===== src/rtl/amdfs_pkg.sv =====
// types and constants for the adjacency matrix depth-first walker
package amdfs_pkg;

  localparam int unsigned RowW      = 16;  // adjacency row bitmask width
  localparam int unsigned VtxW      = 4;   // vertex number width
  localparam int unsigned CntW      = 5;   // vertex count and stack depth width
  localparam int unsigned ResultCap = 16;  // most vertices one walk can emit

  // item kind codes
  localparam logic KindLoad  = 1'b0;
  localparam logic KindStart = 1'b1;

  typedef struct packed {
    logic            kind;
    logic [VtxW-1:0] row_index;
    logic [RowW-1:0] row_bits;
    logic [VtxW-1:0] start_vertex;
  } amdfs_item_t;

  typedef struct packed {
    logic [VtxW-1:0] vertex;
    logic            last;
    logic            bad_start;
  } amdfs_result_t;

  typedef enum logic [1:0] {
    StIdle,
    StScan,
    StPop
  } amdfs_state_e;

endpackage


===== src/rtl/adjacency_matrix_dfs_order.sv =====
// depth-first preorder walker over an adjacency bit matrix held in memory
//
//   channel   ports                          transfer condition
//   item      start, busy, item_i            start high and busy low
//   result    strobe_o, result_o             strobe_o high (one cycle, no stall)
//   config    cfg_we_i, cfg_wdata_i          cfg_we_i high
//
// A load item or a bad start is taken while idle and the walker stays idle. A start item that
// reaches N vertices makes N + P scan steps with P = N - 1 pops: each scan step works on the
// registered adjacency row, and each pop adds a StPop state for the stack read.
// A vertex is registered out in the cycle after the scan that finds the next one; the final
// one follows the last scan in the same way, marked last. Reset sets vcount_q to 5 and clears
// visited marks and stack depth; the adjacency memory is undefined until rows are loaded.
module adjacency_matrix_dfs_order #(
  parameter int unsigned MAX_VERTICES = 16
) (
  input  logic                    clk_i,
  input  logic                    rst_ni,
  input  logic                    start,
  output logic                    busy,
  input  amdfs_pkg::amdfs_item_t  item_i,
  output logic                    strobe_o,
  output amdfs_pkg::amdfs_result_t result_o,
  input  logic                    cfg_we_i,
  input  logic [4:0]              cfg_wdata_i
);
  import amdfs_pkg::*;

  localparam int unsigned AdjAw = (MAX_VERTICES > 1) ? $clog2(MAX_VERTICES) : 1;
  localparam int unsigned StkAw = $clog2(ResultCap);
  localparam logic [6:0]  MaxV  = 7'(MAX_VERTICES);
  localparam logic [CntW-1:0] LimCap =
    CntW'((MAX_VERTICES < ResultCap) ? MAX_VERTICES : ResultCap);

  // lowest set bit of a row
  function automatic logic [VtxW-1:0] lowest_bit(input logic [RowW-1:0] v);
    logic [VtxW-1:0] r;
    r = '0;
    for (int i = RowW - 1; i >= 0; i--) begin
      if (v[i]) r = VtxW'(i);
    end
    return r;
  endfunction

  amdfs_state_e    state_q, state_d;
  logic [CntW-1:0] vcount_q;
  logic [RowW-1:0] visited_q, visited_d;
  logic [CntW-1:0] sp_q, sp_d;
  logic [VtxW-1:0] top_q, top_d;
  logic [VtxW-1:0] pend_q, pend_d;
  logic            strobe_q, strobe_d;
  amdfs_result_t   result_q, result_d;

  logic [RowW-1:0] adj_mem [MAX_VERTICES];
  logic [RowW-1:0] adj_rd_q;
  logic            adj_we;
  logic [AdjAw-1:0] adj_waddr, adj_raddr;
  logic [VtxW-1:0] adj_rvtx;

  // the stack keeps only vertices: every neighbour below a frame's resume point is
  // already visited, so rescanning with the visited mask finds the same next one
  logic [VtxW-1:0] stk_mem [ResultCap];
  logic [VtxW-1:0] stk_rd_q;
  logic            stk_we;
  logic [CntW-1:0] sp_dec;

  logic            accept;
  logic [CntW-1:0] lim;
  logic [RowW-1:0] lim_mask;
  logic [RowW-1:0] cand;
  logic            found;
  logic [VtxW-1:0] next_vtx;
  logic            start_bad;
  logic [6:0]      row_wide, rvtx_wide;

  assign accept = start && !busy;
  assign busy   = (state_q != StIdle);

  // scan limit and mask of vertices in use
  assign lim = (vcount_q > LimCap) ? LimCap : vcount_q;
  always_comb begin
    for (int i = 0; i < RowW; i++) begin
      lim_mask[i] = (CntW'(i) < lim);
    end
  end

  assign start_bad = ({1'b0, item_i.start_vertex} >= lim);
  assign cand      = adj_rd_q & ~visited_q & lim_mask;
  assign found     = |cand;
  assign next_vtx  = lowest_bit(cand);
  assign sp_dec    = sp_q - CntW'(1);

  // adjacency memory addressing
  assign row_wide  = {3'b000, item_i.row_index};
  assign rvtx_wide = {3'b000, adj_rvtx};
  assign adj_waddr = row_wide[AdjAw-1:0];
  assign adj_raddr = rvtx_wide[AdjAw-1:0];
  assign adj_we    = accept && (item_i.kind == KindLoad) && (row_wide < MaxV);

  always_comb begin
    unique case (state_q)
      StIdle:  adj_rvtx = item_i.start_vertex;
      StScan:  adj_rvtx = next_vtx;
      StPop:   adj_rvtx = stk_rd_q;
      default: adj_rvtx = item_i.start_vertex;
    endcase
  end

  assign stk_we = (state_q == StScan) && found;

  // next state
  always_comb begin
    state_d = state_q;
    unique case (state_q)
      StIdle: begin
        if (accept && (item_i.kind == KindStart) && !start_bad) state_d = StScan;
      end
      StScan: begin
        if (!found) state_d = (sp_q == '0) ? StIdle : StPop;
      end
      StPop:   state_d = StScan;
      default: state_d = StIdle;
    endcase
  end

  // walk datapath and result generation
  always_comb begin
    visited_d = visited_q;
    sp_d      = sp_q;
    top_d     = top_q;
    pend_d    = pend_q;
    strobe_d  = 1'b0;
    result_d  = result_q;
    unique case (state_q)
      StIdle: begin
        if (accept && (item_i.kind == KindStart)) begin
          if (start_bad) begin
            strobe_d           = 1'b1;
            result_d.vertex    = '0;
            result_d.last      = 1'b1;
            result_d.bad_start = 1'b1;
          end else begin
            visited_d = RowW'(1) << item_i.start_vertex;
            sp_d      = '0;
            top_d     = item_i.start_vertex;
            pend_d    = item_i.start_vertex;
          end
        end
      end
      StScan: begin
        // the held vertex goes out once the next one is known or the walk ends
        if (found) begin
          strobe_d           = 1'b1;
          result_d.vertex    = pend_q;
          result_d.last      = 1'b0;
          result_d.bad_start = 1'b0;
          visited_d          = visited_q | (RowW'(1) << next_vtx);
          sp_d               = sp_q + CntW'(1);
          top_d              = next_vtx;
          pend_d             = next_vtx;
        end else if (sp_q == '0) begin
          strobe_d           = 1'b1;
          result_d.vertex    = pend_q;
          result_d.last      = 1'b1;
          result_d.bad_start = 1'b0;
        end else begin
          sp_d = sp_dec;
        end
      end
      StPop: begin
        top_d = stk_rd_q;
      end
      default: ;
    endcase
  end

  // control registers
  always_ff @(posedge clk_i or negedge rst_ni) begin
    if (!rst_ni) begin
      state_q   <= StIdle;
      vcount_q  <= CntW'(5);
      visited_q <= '0;
      sp_q      <= '0;
      strobe_q  <= 1'b0;
    end else begin
      state_q   <= state_d;
      visited_q <= visited_d;
      sp_q      <= sp_d;
      strobe_q  <= strobe_d;
      if (cfg_we_i) vcount_q <= cfg_wdata_i;
    end
  end

  // payload registers
  always_ff @(posedge clk_i) begin
    top_q    <= top_d;
    pend_q   <= pend_d;
    result_q <= result_d;
  end

  // adjacency memory, registered read
  always_ff @(posedge clk_i) begin
    if (adj_we) adj_mem[adj_waddr] <= item_i.row_bits;
    adj_rd_q <= adj_mem[adj_raddr];
  end

  // walk stack memory, push of the current vertex, registered read of the one below
  always_ff @(posedge clk_i) begin
    if (stk_we) stk_mem[sp_q[StkAw-1:0]] <= top_q;
    stk_rd_q <= stk_mem[sp_dec[StkAw-1:0]];
  end

  assign strobe_o = strobe_q;
  assign result_o = result_q;

  // the stack is empty whenever no walk is running
  a_idle_stack_empty: assert property (@(posedge clk_i) disable iff (!rst_ni)
    (state_q == StIdle) |-> (sp_q == '0))
    else $error("walk stack not empty while idle");

  // the vertex being scanned has always been marked visited
  a_top_visited: assert property (@(posedge clk_i) disable iff (!rst_ni)
    (state_q == StScan) |-> visited_q[top_q])
    else $error("scanned vertex not marked visited");

  // a walk never ends without emitting its final result in the next cycle
  a_end_last: assert property (@(posedge clk_i) disable iff (!rst_ni)
    (state_q == StScan && state_d == StIdle) |=> (strobe_o && result_o.last))
    else $error("walk ended without a last result");

  // a bad start result is always a single final result
  a_bad_is_last: assert property (@(posedge clk_i) disable iff (!rst_ni)
    (strobe_o && result_o.bad_start) |-> (result_o.last && $past(state_q) == StIdle))
    else $error("bad start result malformed");

endmodule

===== config.mk =====
export PLATFORM = sky130hd
export DESIGN_NAME = adjacency_matrix_dfs_order
export DESIGN_NICKNAME = d
export VERILOG_FILES = /design/src/rtl/amdfs_pkg.sv /design/src/rtl/adjacency_matrix_dfs_order.sv
export SDC_FILE = /design/constraint.sdc
export NUM_CORES = 1
export LEC_CHECK = 0
export ABC_AREA = 1
export BUFFER_PORTS_ARGS = -buffer_cell sky130_fd_sc_hd__buf_4
export CAP_MARGIN = 40
export CORE_UTILIZATION = 50
export CTS_CLUSTER_SIZE = 28
export DETAILED_ROUTE_END_ITERATION = 12
export GPL_TIMING_DRIVEN = 0
export PLACE_DENSITY = 0.69
export SLEW_MARGIN = 5
export SYNTH_ARGS = -nofsm -noshare
export SYNTH_HDL_FRONTEND = slang
export SYNTH_SLANG_ARGS = --single-unit

===== constraint.sdc =====
create_clock -name clk_i -period 3.4 [get_ports clk_i]
set_input_delay 0.68 -clock clk_i [delete_from_list [all_inputs] [get_ports clk_i]]
set_output_delay 0.68 -clock clk_i [all_outputs]
set_load 0.03 [all_outputs]

# ---- Word level (Yosys, flattened, before mapping)
# Memory sizes are Yosys's and may differ from the RTL's. A register that Yosys moved wholly into a read port is not among the register bits.
# Cells that the tools add are included.
dict set report word_totals {
  ff_bits 43
  latch_bits 0
  ram_bits 320
  mem_bits_ro 0
  wordCells 119
  memories 2
}
# name depth width rd rd_clocked_by_memory_dff wr line
set memory_table {}
lappend memory_table {adj_mem 16 16 1 1 1 adjacency_matrix_dfs_order.sv:54} ;# logic [RowW-1:0] adj_mem [MAX_VERTICES];
lappend memory_table {stk_mem 16 4 1 1 1 adjacency_matrix_dfs_order.sv:62} ;# logic [VtxW-1:0] stk_mem [ResultCap];
dict set report op_classes {
  addsub 2
  multipliers 0
  n_div 0
  order_cmp 19
  n_eq_ne 10
  shift 2
  mux 50
  bitwise 5
  reduce_logical 19
}
# op count
set op_table {}
lappend op_table {{two-way mux 4 bit} 19}
lappend op_table {{two-way mux 16 bit} 3}
lappend op_table {{less-than comparator 4 x 5 -> 1 bit (first input constant)} 8}
lappend op_table {{bitwise AND 16 bit} 2}
lappend op_table {{one-hot mux 16 bit (2 select lines)} 1}
lappend op_table {{left shift 1 x 4 -> 16 bit (first input constant)} 2}
lappend op_table {{two-way mux 5 bit} 5}
lappend op_table {{two-way mux 6 bit} 4}
lappend op_table {{less-than comparator 3 x 5 -> 1 bit (first input constant)} 4}
lappend op_table {{inverter 16 bit} 1}
lappend op_table {{bitwise OR 16 bit} 1}
lappend op_table {{one-hot mux 4 bit (2 select lines)} 2}
lappend op_table {{AND reduction 4 bit} 4}
lappend op_table {{OR reduction 16 bit} 1}
lappend op_table {{!= test 2 bit (second input constant)} 6}
lappend op_table {{one-hot mux 4 bit (3 select lines)} 1}
lappend op_table {{one-hot mux 6 bit (2 select lines)} 1}
lappend op_table {{less-than comparator 1 x 5 -> 1 bit (first input constant)} 2}
lappend op_table {{less-than comparator 2 x 5 -> 1 bit (first input constant)} 2}
lappend op_table {{one-hot mux 5 bit (2 select lines)} 1}
lappend op_table {{two-way mux 1 bit} 8}
lappend op_table {{logical AND 1 bit} 6}
lappend op_table {{two-way mux 2 bit} 3}
lappend op_table {{one-hot mux 2 bit (3 select lines)} 1}
lappend op_table {{other kinds (17)} 19}

# ---- Longest topological paths before layout
# Gate-level depths: netlist of run 1.
dict set report depth {
  word_depth 24
  ltp_mapped 29
}

# ---- Worst setup path after synthesis of run 1
# Ideal clock, no wire load.
dict set report synth_timing {
  path_type {register to register}
  startpoint {register vcount_q[0]}
  endpoint {register sp_q[4]}
  t_arrival_ns 2.518
  t_required_ns 3.323
  slack_ns 0.805
  path_stages_with_launch 17
  n_path_buf 0
  path_cell_list {dfstp_2 nor2_1 a21oi_1 nor2_1 ha_1 o21a_1 o21ai_0 nand2_1 a21oi_1 nor2_1 nand2_1 inv_1 nor2_1 o211ai_1 a211oi_1 o22ai_1 a21oi_1}
}
dict set report synth_via {
  elab_chain_len 7
  elab_cells_between_ends 26
  classes_between {order compare (18); eq/ne (2); mux (3); bitwise (1); reduce/logical (2)}
}
# item line
set synth_rtl {}
lappend synth_rtl {{start, declared} adjacency_matrix_dfs_order.sv:46} ;# logic [CntW-1:0] vcount_q;
lappend synth_rtl {{start signal, assigned} adjacency_matrix_dfs_order.sv:181} ;# vcount_q <= CntW'(5);
lappend synth_rtl {{start signal, assigned} adjacency_matrix_dfs_order.sv:190} ;# if (cfg_we_i) vcount_q <= cfg_wdata_i;
lappend synth_rtl {{> comparator 5 bit} adjacency_matrix_dfs_order.sv:80} ;# assign lim = (vcount_q > LimCap) ? LimCap : vcount_q;
lappend synth_rtl {{two-way mux 5 bit (*)} adjacency_matrix_dfs_order.sv:80}
lappend synth_rtl {{less-than comparator 1 x 5 -> 1 bit (tied with other cells)} adjacency_matrix_dfs_order.sv:83} ;# lim_mask[i] = (CntW'(i) < lim);
lappend synth_rtl {{bitwise AND 16 bit} adjacency_matrix_dfs_order.sv:88} ;# assign cand = adj_rd_q & ~visited_q & lim_mask;
lappend synth_rtl {{OR reduction 16 bit} adjacency_matrix_dfs_order.sv:89} ;# assign found = |cand;
lappend synth_rtl {{!= test 3 bit (no source line) or two-way mux 5 bit (tied branches)} n/a}
lappend synth_rtl {{AND reduction 4 bit (no source line) or one-hot mux 5 bit (2 select lines) (tied branches)} n/a}
lappend synth_rtl {{end signal, assigned} adjacency_matrix_dfs_order.sv:188} ;# sp_q <= sp_d;
lappend synth_rtl {{end, declared} adjacency_matrix_dfs_order.sv:48} ;# logic [CntW-1:0] sp_q, sp_d;
# Every way passes the cells marked *; elsewhere a longest branch is shown, timed or not.
# A chain may end at the register's enable or synchronous reset.

# ---- Worst setup path after layout of run 1
dict set report layout_timing {
  startpoint {register state_q[1]}
  endpoint {register adj_rd_q[11] (read register of adj_mem)}
}
dict set report layout_via {
  elab_chain_len 2
  elab_cells_between_ends 3
  classes_between {eq/ne (2); mux (1)}
}
# item line
set layout_rtl {}
lappend layout_rtl {{start, declared} adjacency_matrix_dfs_order.sv:45} ;# amdfs_state_e state_q, state_d;
lappend layout_rtl {{start signal, assigned} adjacency_matrix_dfs_order.sv:180} ;# state_q <= StIdle;
lappend layout_rtl {{start signal, assigned} adjacency_matrix_dfs_order.sv:186} ;# state_q <= state_d;
lappend layout_rtl {{== test 2 bit or == test 2 x 1 -> 1 bit (tied branches)} adjacency_matrix_dfs_order.sv:101} ;# unique case (state_q)
lappend layout_rtl {{one-hot mux 4 bit (2 select lines) (*)} adjacency_matrix_dfs_order.sv:101}
lappend layout_rtl {{end, declared} adjacency_matrix_dfs_order.sv:55} ;# logic [RowW-1:0] adj_rd_q;
# Marked as above.

==> results.json, run 1 <==
{
  "core_area_um2": 33780,
  "areaGrowthSynthToFinish_pct": 15.13,
  "postPlaceCellArea_um2": 18330,
  "syn_area_um2": 17260,
  "cts_root_buf": "clkbuf_16",
  "postSynth.asyncResetShare_pct": 7.572,
  "clk-insertion-delay-late_ns": 0.54,
  "fin_util_pct": 58.81,
  "drv_slew": 0,
  "synth.avg_cell_area_um2": 10.55,
  "synth_area_leaders": "edfxtp_1, nand3_1, inv_1, nand2_1, dfrtp_1",
  "irDropWorstVdd_mv": 0.6218,
  "critPathSlowestCell": "clkbuf_1",
  "worstMarginPinSlew_ns": 0.8578,
  "overflow": 0,
  "slew_headroom_pct": 42.75,
  "cts_sinks": 383,
  "multi_input_area_um2": 4763,
  "grt_pass1_wl_um": 68880,
  "synth_commonest_cells": "edfxtp_1, nand3_1, inv_1",
  "htree_levels": 2,
  "worstSetupPathType": "flip-flop to flip-flop",
  "hold_viol_final": 0,
  "synth.most_common_cell": "edfxtp_1",
  "fin_crit_ns": 3.222,
  "die_h_um": 187.8,
  "power_density_nw_per_um2": 1084,
  "critPathCaptureType": "flip-flop",
  "synth_top_area_share_pct": 58.12,
  "drv_cap": 0,
  "ys.flop_type": "edfxtp_1",
  "clockBufferDepth": 3,
  "fin_skew_ns": 0.01870,
  "drt_iter0_markers": 1227,
  "fin_area_um2": 19870,
  "synth.distinct_cells": 47,
  "dr.pass1.iters": 6,
  "grt_pass1_vias": 11930,
  "crit_path_cell_trace": "inv_1 -> ha_1 -> clkinv_1 -> nand2_1 -> clkbuf_1 -> clkbuf_1 -> nand3b_1 -> nand3_1 -> nand3_1 -> nand3_2 -> nand2_1",
  "min_period_over_period_pct": 94.76,
  "synthCells": 1636,
  "drive_above_1_share_pct": 12.95,
  "antennaDiodeCount": 0,
  "cts_tree": "done",
  "cts.reportedPaths.clkPinSlew_ns": 0.06,
  "leakagePower_nw": 8.126,
  "place_hpwl_um": 30360,
  "yosysSeqAreaShare_pct": 64.66,
  "crit_required_ns": 3.80,
  "rsz0062_at_grt": "yes",
  "crit_fanout": 10,
  "drtAntennaViolNets": 0,
  "clock.fmax_mhz": 310.4,
  "synth_area_leader_cell": "edfxtp_1",
  "seqCellArea_um2": 11160,
  "finalSetupViolCount": 0,
  "nets": 1785,
  "synth_seq_cells": 383,
  "critical-path-max-stage-delay_ns": 0.56,
  "critical_path.startpoint_type": "flip-flop",
  "die_area_um2": 35260,
  "yosys_warnings": 0,
  "routed_wl_um": 44360,
  "outcome": "finished clean",
  "detailroute.via_count": 12450,
  "setup_tns_ns": 0,
  "synth_edf_count": 334,
  "drc_errors": 0,
  "nFillCells": 2793,
  "antenna_found_initial": 0,
  "rows": 67,
  "grtUsageTotal_pct": 25.58,
  "drt-vias-per-instance": 5.617,
  "pin_count": 42,
  "finalWeightedCongestion": 0.9262,
  "port_buffers": 40,
  "initial_core_util_pct": 51.08,
  "fp.dieW_um": 187.8,
  "grt_max_degree": 30,
  "numCtsBuffers": 40,
  "routedWlPerCell_um": 20.02,
  "cp.arrival_ns": 3.62,
  "postSynthNetCount": 1684,
  "hold_class": "input pin to async pin"
}
==> worst paths after layout <==
path,start,to,slack (ns),depth (start not counted)
worst max-delay path,state_q[1]$_DFFE_PN0P_,adj_rd_q[11]$_DFF_P_,0.18,11
worst min-delay path,rst_ni,visited_q[11]$_DFFE_PN0P_,0.09,1
worst min register to register,sp_q[4]$_DFFE_PN0P_,sp_q[4]$_DFFE_PN0P_,0.48,1
worst max register to register,state_q[1]$_DFFE_PN0P_,adj_rd_q[11]$_DFF_P_,0.18,11
min in group clk_i,cfg_wdata_i[3],vcount_q[3]$_DFFE_PN0P_,0.37,3
max in group asynchronous,rst_ni,vcount_q[2]$_DFFE_PN1P_,2.98,1
==> cell usage in the layout, fill, tap and decap left out, types with 10 or more instances in the layout <==
| cell type | synthesis | routed |
|---|---|---|
| ha_1 | 14 | 14 |
| buf_4 | 17 | 59 |
| edfxtp_1 | 334 | 334 |
| dfxtp_1 | 20 | 20 |
| dfrtp_1 | 27 | 26 |
| clkbuf_16 | 0 | 40 |
| nor2_1 | 114 | 100 |
| o32ai_1 | 11 | 11 |
| buf_6 | 10 | 18 |
| a22oi_1 | 11 | 11 |
| nand3_2 | 1 | 16 |
| nand3b_1 | 64 | 64 |
| nand2_1 | 234 | 232 |
| inv_1 | 257 | 257 |
| a21oi_1 | 28 | 28 |
| clkbuf_1 | 36 | 30 |
| buf_2 | 14 | 10 |
| nor3_1 | 11 | 11 |
| o21ai_0 | 51 | 51 |
| nand3_1 | 310 | 295 |
| nor2_2 | 1 | 15 |
==> flip-flops by register name, summed over array words and instances, names as in the netlist <==
register,flops
top_q,4
state_q,2
vcount_q,5
adj_rd_q,16
stk_rd_q,4
stk_mem,64
strobe_o,1
pend_q,4
result_o,6
visited_q,16
adj_mem,256
sp_q,5
==> logic make-up (layout without fill, tap and decap cells) <==
| group | after synthesis | count (layout) | synth area share (%) |
|---|---|---|---|
| xor gates and xnor gates | 4 | 4 | 0.2030 |
| buffers and inverters | 347 | 479 | 8.468 |
| adders and majority gates | 14 | 14 | 1.015 |
| muxes | 5 | 5 | 0.2900 |
| and+or+nand+nor | 753 | 753 | 20.49 |
| AOI/OAI and AO/OA | 130 | 130 | 4.879 |
| DFF | 383 | 383 | 64.66 |
==> routing by layer <==
layer	part of all wire (%)	vias up	wire [um]	GRT usage, %
met1	42	6045	18800	36.43
li1	-	5780	-	-
met2	46	543	20390	39.96
met5	0	-	0	0
met4	3.1	0	1391	8.849
met3	8.5	79	3771	4.080
==> metrics by stage <==
stage | setup WS [ns] | power (mW) | instances | hold WS, ns
2_1_floorplan | 0.8051 | 12.96 | 1636 | 0.3844
3_3_place_gp | -0.05727 | 16.31 | 2124 | 0.4602
3_5_place_dp | -0.09165 | 16.52 | 2138 | 0.4710
4_1_cts | 0.01287 | 20.98 | 2211 | 0.09880
5_1_grt | -0.01679 | 22.81 | 2216 | 0.1097
6_report | 0.1783 | 21.54 | 2216 | 0.09137
==> worst max-delay path: cells and delay by family (launching register included) <==
family	cells	cell delay, ns
buffers and inverters	4	1.45
AND/OR/NAND/NOR	6	0.94
flip-flops	1	0.40
adder cells (fa/ha/maj)	1	0.28
==> power breakdown <==
part           switching (mW)  internal (mW)
sequential              0.280           5.84
clock                    1.83           2.60
combinational            7.53           3.46
==> layout make-up <==
cell class	count	area share, %
Clock inverter	27	1.480
Timing Repair Buffer	59	2.607
Clock buffer	46	5.252
Multi-Input combinational cell	906	23.97
Sequential cell	383	56.17
Tap cell	448	2.821
Inverter	263	4.994
Buffer	84	2.708
==> timing repair <==
item / CTS / global route
gates resized for setup: 3 / 57
hold endpoints to repair: 0 / 0
buffers inserted: 0 / 5
endpoints found under the setup margin: 9 / 28
pin swaps: 0 / 2
hold buffers: 0 / 0
Power figures use the tool's default switching activity.
==> run 2: changes to the inputs <==
--- a/config.mk
+++ b/config.mk
@@ -5,7 +5,6 @@
 export SDC_FILE = /design/constraint.sdc
 export NUM_CORES = 1
 export LEC_CHECK = 0
-export ABC_AREA = 1
 export BUFFER_PORTS_ARGS = -buffer_cell sky130_fd_sc_hd__buf_4
 export CAP_MARGIN = 40
 export CORE_UTILIZATION = 50
==> run 2 against run 1 <==
Against the previous run: critical path depth is 1 higher; flip-flop and latch count stayed put; design area is 3.3% lower; hold slack worse by 0.042 ns; total power is 11% lower; cell count is 16% lower.
==> results.json, run 2 <==
{
  "synth_seq_cells": 383,
  "clockBufferDepth": 3,
  "most-common-layout-cells": "edfxtp_1, nand3_1, o21ai_0, a21oi_1, buf_4",
  "cts_setup_buffers": 0,
  "cts_tree": "done",
  "fin_crit_ns": 3.312,
  "setup_tns_ns": 0,
  "syn_area_um2": 16770,
  "routedWlPerCell_um": 24.04,
  "place_inst": 1793,
  "dr.pass1.iters": 7,
  "grtUsageTotal_pct": 26.83,
  "crit_path_cell_trace": "buf_4 -> inv_1 -> maj3_2 -> a221oi_2 -> o2111ai_2 -> a41o_1 -> o21ai_2 -> buf_4 -> buf_2 -> nand3_1 -> a32oi_2 -> a211oi_2",
  "critPathSlowestCell": "dfstp_2",
  "die_area_um2": 34290,
  "critical_path.startpoint_type": "flip-flop",
  "hold_viol_final": 0,
  "finalSetupViolCount": 0,
  "p_int_mw": 11.14,
  "cts_sinks": 383,
  "regToRegSetupSlack_ns": 0.09,
  "clockPowerShare_pct": 22.1,
  "largest-register": "adj_mem",
  "hold_class": "input pin to async pin",
  "place_ws_ns": -0.3382,
  "cp.arrival_ns": 3.71,
  "nFillCells": 2642,
  "power_switching_mw": 8.032,
  "synth_edf_count": 334,
  "clk-insertion-delay-late_ns": 0.56,
  "ys.flop_type": "edfxtp_1",
  "synth.avg_cell_area_um2": 12.91,
  "core_area_um2": 32780,
  "overflow": 0,
  "critPathCaptureType": "flip-flop",
  "power_density_nw_per_um2": 997.7,
  "antennaDiodeCount": 0,
  "grt_pass1_wl_um": 66940,
  "grt_pass1_vias": 11120,
  "irDropWorstVdd_mv": 0.5347,
  "drc_errors": 0,
  "switching_share_pct": 41.90,
  "r2r-start": "vcount_q[0]$_DFFE_PN1P_",
  "nets": 1441,
  "postSynthNetCount": 1347,
  "postSynth.asyncResetShare_pct": 7.572,
  "layout_commonest_cell": "edfxtp_1",
  "yosys_warnings": 0,
  "fin_skew_ns": 0.02540,
  "fp.dieW_um": 185.2,
  "rows": 66,
  "clock.fmax_mhz": 302.0,
  "worstSetupPathType": "flip-flop to flip-flop",
  "leakagePower_nw": 6.496,
  "synth_top_area_share_pct": 59.79,
  "drtAntennaViolNets": 0,
  "place_hpwl_um": 30350,
  "pin_count": 42,
  "htree_levels": 2,
  "yosysSeqAreaShare_pct": 66.52,
  "largest_reg_flops": 256,
  "drv_slew": 0,
  "outcome": "finished clean",
  "whs_ns": 0.04964,
  "antenna_found_initial": 0,
  "die_h_um": 185.2,
  "cts.reportedPaths.clkPinSlew_ns": 0.06,
  "detailroute.via_count": 11610,
  "layout.cells.non_filler": 1866,
  "reg2reg_to": "adj_rd_q[1]$_DFF_P_",
  "areaGrowthSynthToFinish_pct": 14.55,
  "combPwrFrac_pct": 46.1,
  "slew_headroom_pct": 36.67,
  "ff2ff_path_depth": 12,
  "min_period_over_period_pct": 97.40,
  "drive_above_1_share_pct": 19.24,
  "fin_ws_ns": 0.08832,
  "synth.distinct_cells": 85,
  "grt_max_degree": 30,
  "finalWeightedCongestion": 0.9429,
  "worstMarginPinSlew_ns": 0.9489,
  "synthCells": 1299,
  "synth_area_leader_cell": "edfxtp_1",
  "drt-vias-per-instance": 6.224,
  "critical-path-max-stage-delay_ns": 0.52,
  "synth.most_common_cell": "edfxtp_1",
  "synth_commonest_cells": "edfxtp_1, nand3_1, o21ai_0",
  "numCtsBuffers": 40,
  "initial_core_util_pct": 51.17,
  "crit_required_ns": 3.80,
  "cts_root_buf": "clkbuf_16",
  "drv_cap": 0,
  "path_common_cell": "buf_4",
  "routed_wl_um": 44860,
  "crit_fanout": 10,
  "seqPwrFrac_pct": 31.8,
  "drt_iter0_markers": 1190,
  "rsz0062_at_grt": "no",
  "synth_area_leaders": "edfxtp_1, nand3_1, o21ai_0, dfrtp_1, mux4_2",
  "port_buffers": 39,
  "fin_util_pct": 58.61
}
## run 2: cell families after synthesis
group	count (synthesis)	synth area share [%]
mux	28	3.237
buf+inv	122	3.774
flops	383	66.52
fa+ha+maj	15	1.111
compound gates	336	12.28
xor+xnor	3	0.1567
simple gates	412	12.92
## run 2: power groups by stage
| stage | clock, mW | sequential (mW) | combinational (mW) |
|---|---|---|---|
| 2_1_floorplan | 0 | 6.12 | 5.51 |
| 3_3_place_gp | 0 | 6.17 | 8.23 |
| 3_5_place_dp | 0 | 6.19 | 8.32 |
| 4_1_cts | 4.29 | 6.10 | 8.58 |
| 5_1_grt | 4.46 | 6.15 | 9.47 |
| 6_report | 4.24 | 6.10 | 8.83 |
## run 2: per-layer routing
metal  global-route usage [%]  vias to the layer above  part of all wire (%)
met2                    44.32                      581                    49
met3                    5.230                       99                   8.7
met1                    34.77                     5730                    39
met5                        0                        -                     0
li1                         -                     5204                     -
met4                    11.01                        0                   3.5
## run 2: critical path, delay by kind of cell (launching register included)
kind                     cells  cell delay, ns
AO/OA/AOI/OAI                6            1.38
buffers and inverters        4            0.74
flip-flops                   1            0.52
adder cells (fa/ha/maj)      1            0.33
AND/OR/NAND/NOR              1            0.19
## run 2: through the flow
stage	area [um2]	total power [mW]
finish	19220	19.17
floorplan	16770	11.63
detailed placement	17780	14.51
CTS	19130	18.97
global route	19220	20.08
global placement	17620	14.40
## run 2: final cells by class
cell class / instances / area [um2] / share of cell area (%)
Buffer: 105 / 586.8 / 3.054
Clock buffer: 52 / 1099 / 5.717
Clock inverter: 21 / 168.9 / 0.8790
Inverter: 17 / 63.81 / 0.3321
Multi-Input combinational cell: 794 / 5166 / 26.89
Sequential cell: 383 / 11160 / 58.07
Tap cell: 442 / 553.0 / 2.878
Timing Repair Buffer: 52 / 420.4 / 2.188
## run 2: timing repair
item / 4_1_cts / 5_1_grt
pin swaps: 0 / 4
gates cloned: 0 / 0
endpoints found under the setup margin: 20 / 42
hold buffers: 0 / 0
gates resized for setup: 24 / 26
## run 2: worst max path at each step
stage | endpoint | start
finish | adj_rd_q[1]$_DFF_P_ | vcount_q[0]$_DFFE_PN1P_
global route | adj_rd_q[1]$_DFF_P_ | vcount_q[1]$_DFFE_PN0P_
CTS | adj_rd_q[12]$_DFF_P_ | state_q[0]$_DFFE_PN0P_
detailed placement | adj_rd_q[12]$_DFF_P_ | state_q[0]$_DFFE_PN0P_
global placement | adj_mem[12][8]$_DFFE_PP_ | state_q[1]$_DFFE_PN0P_
floorplan | pend_q[0]$_DFFE_PP_ | item_i[0]
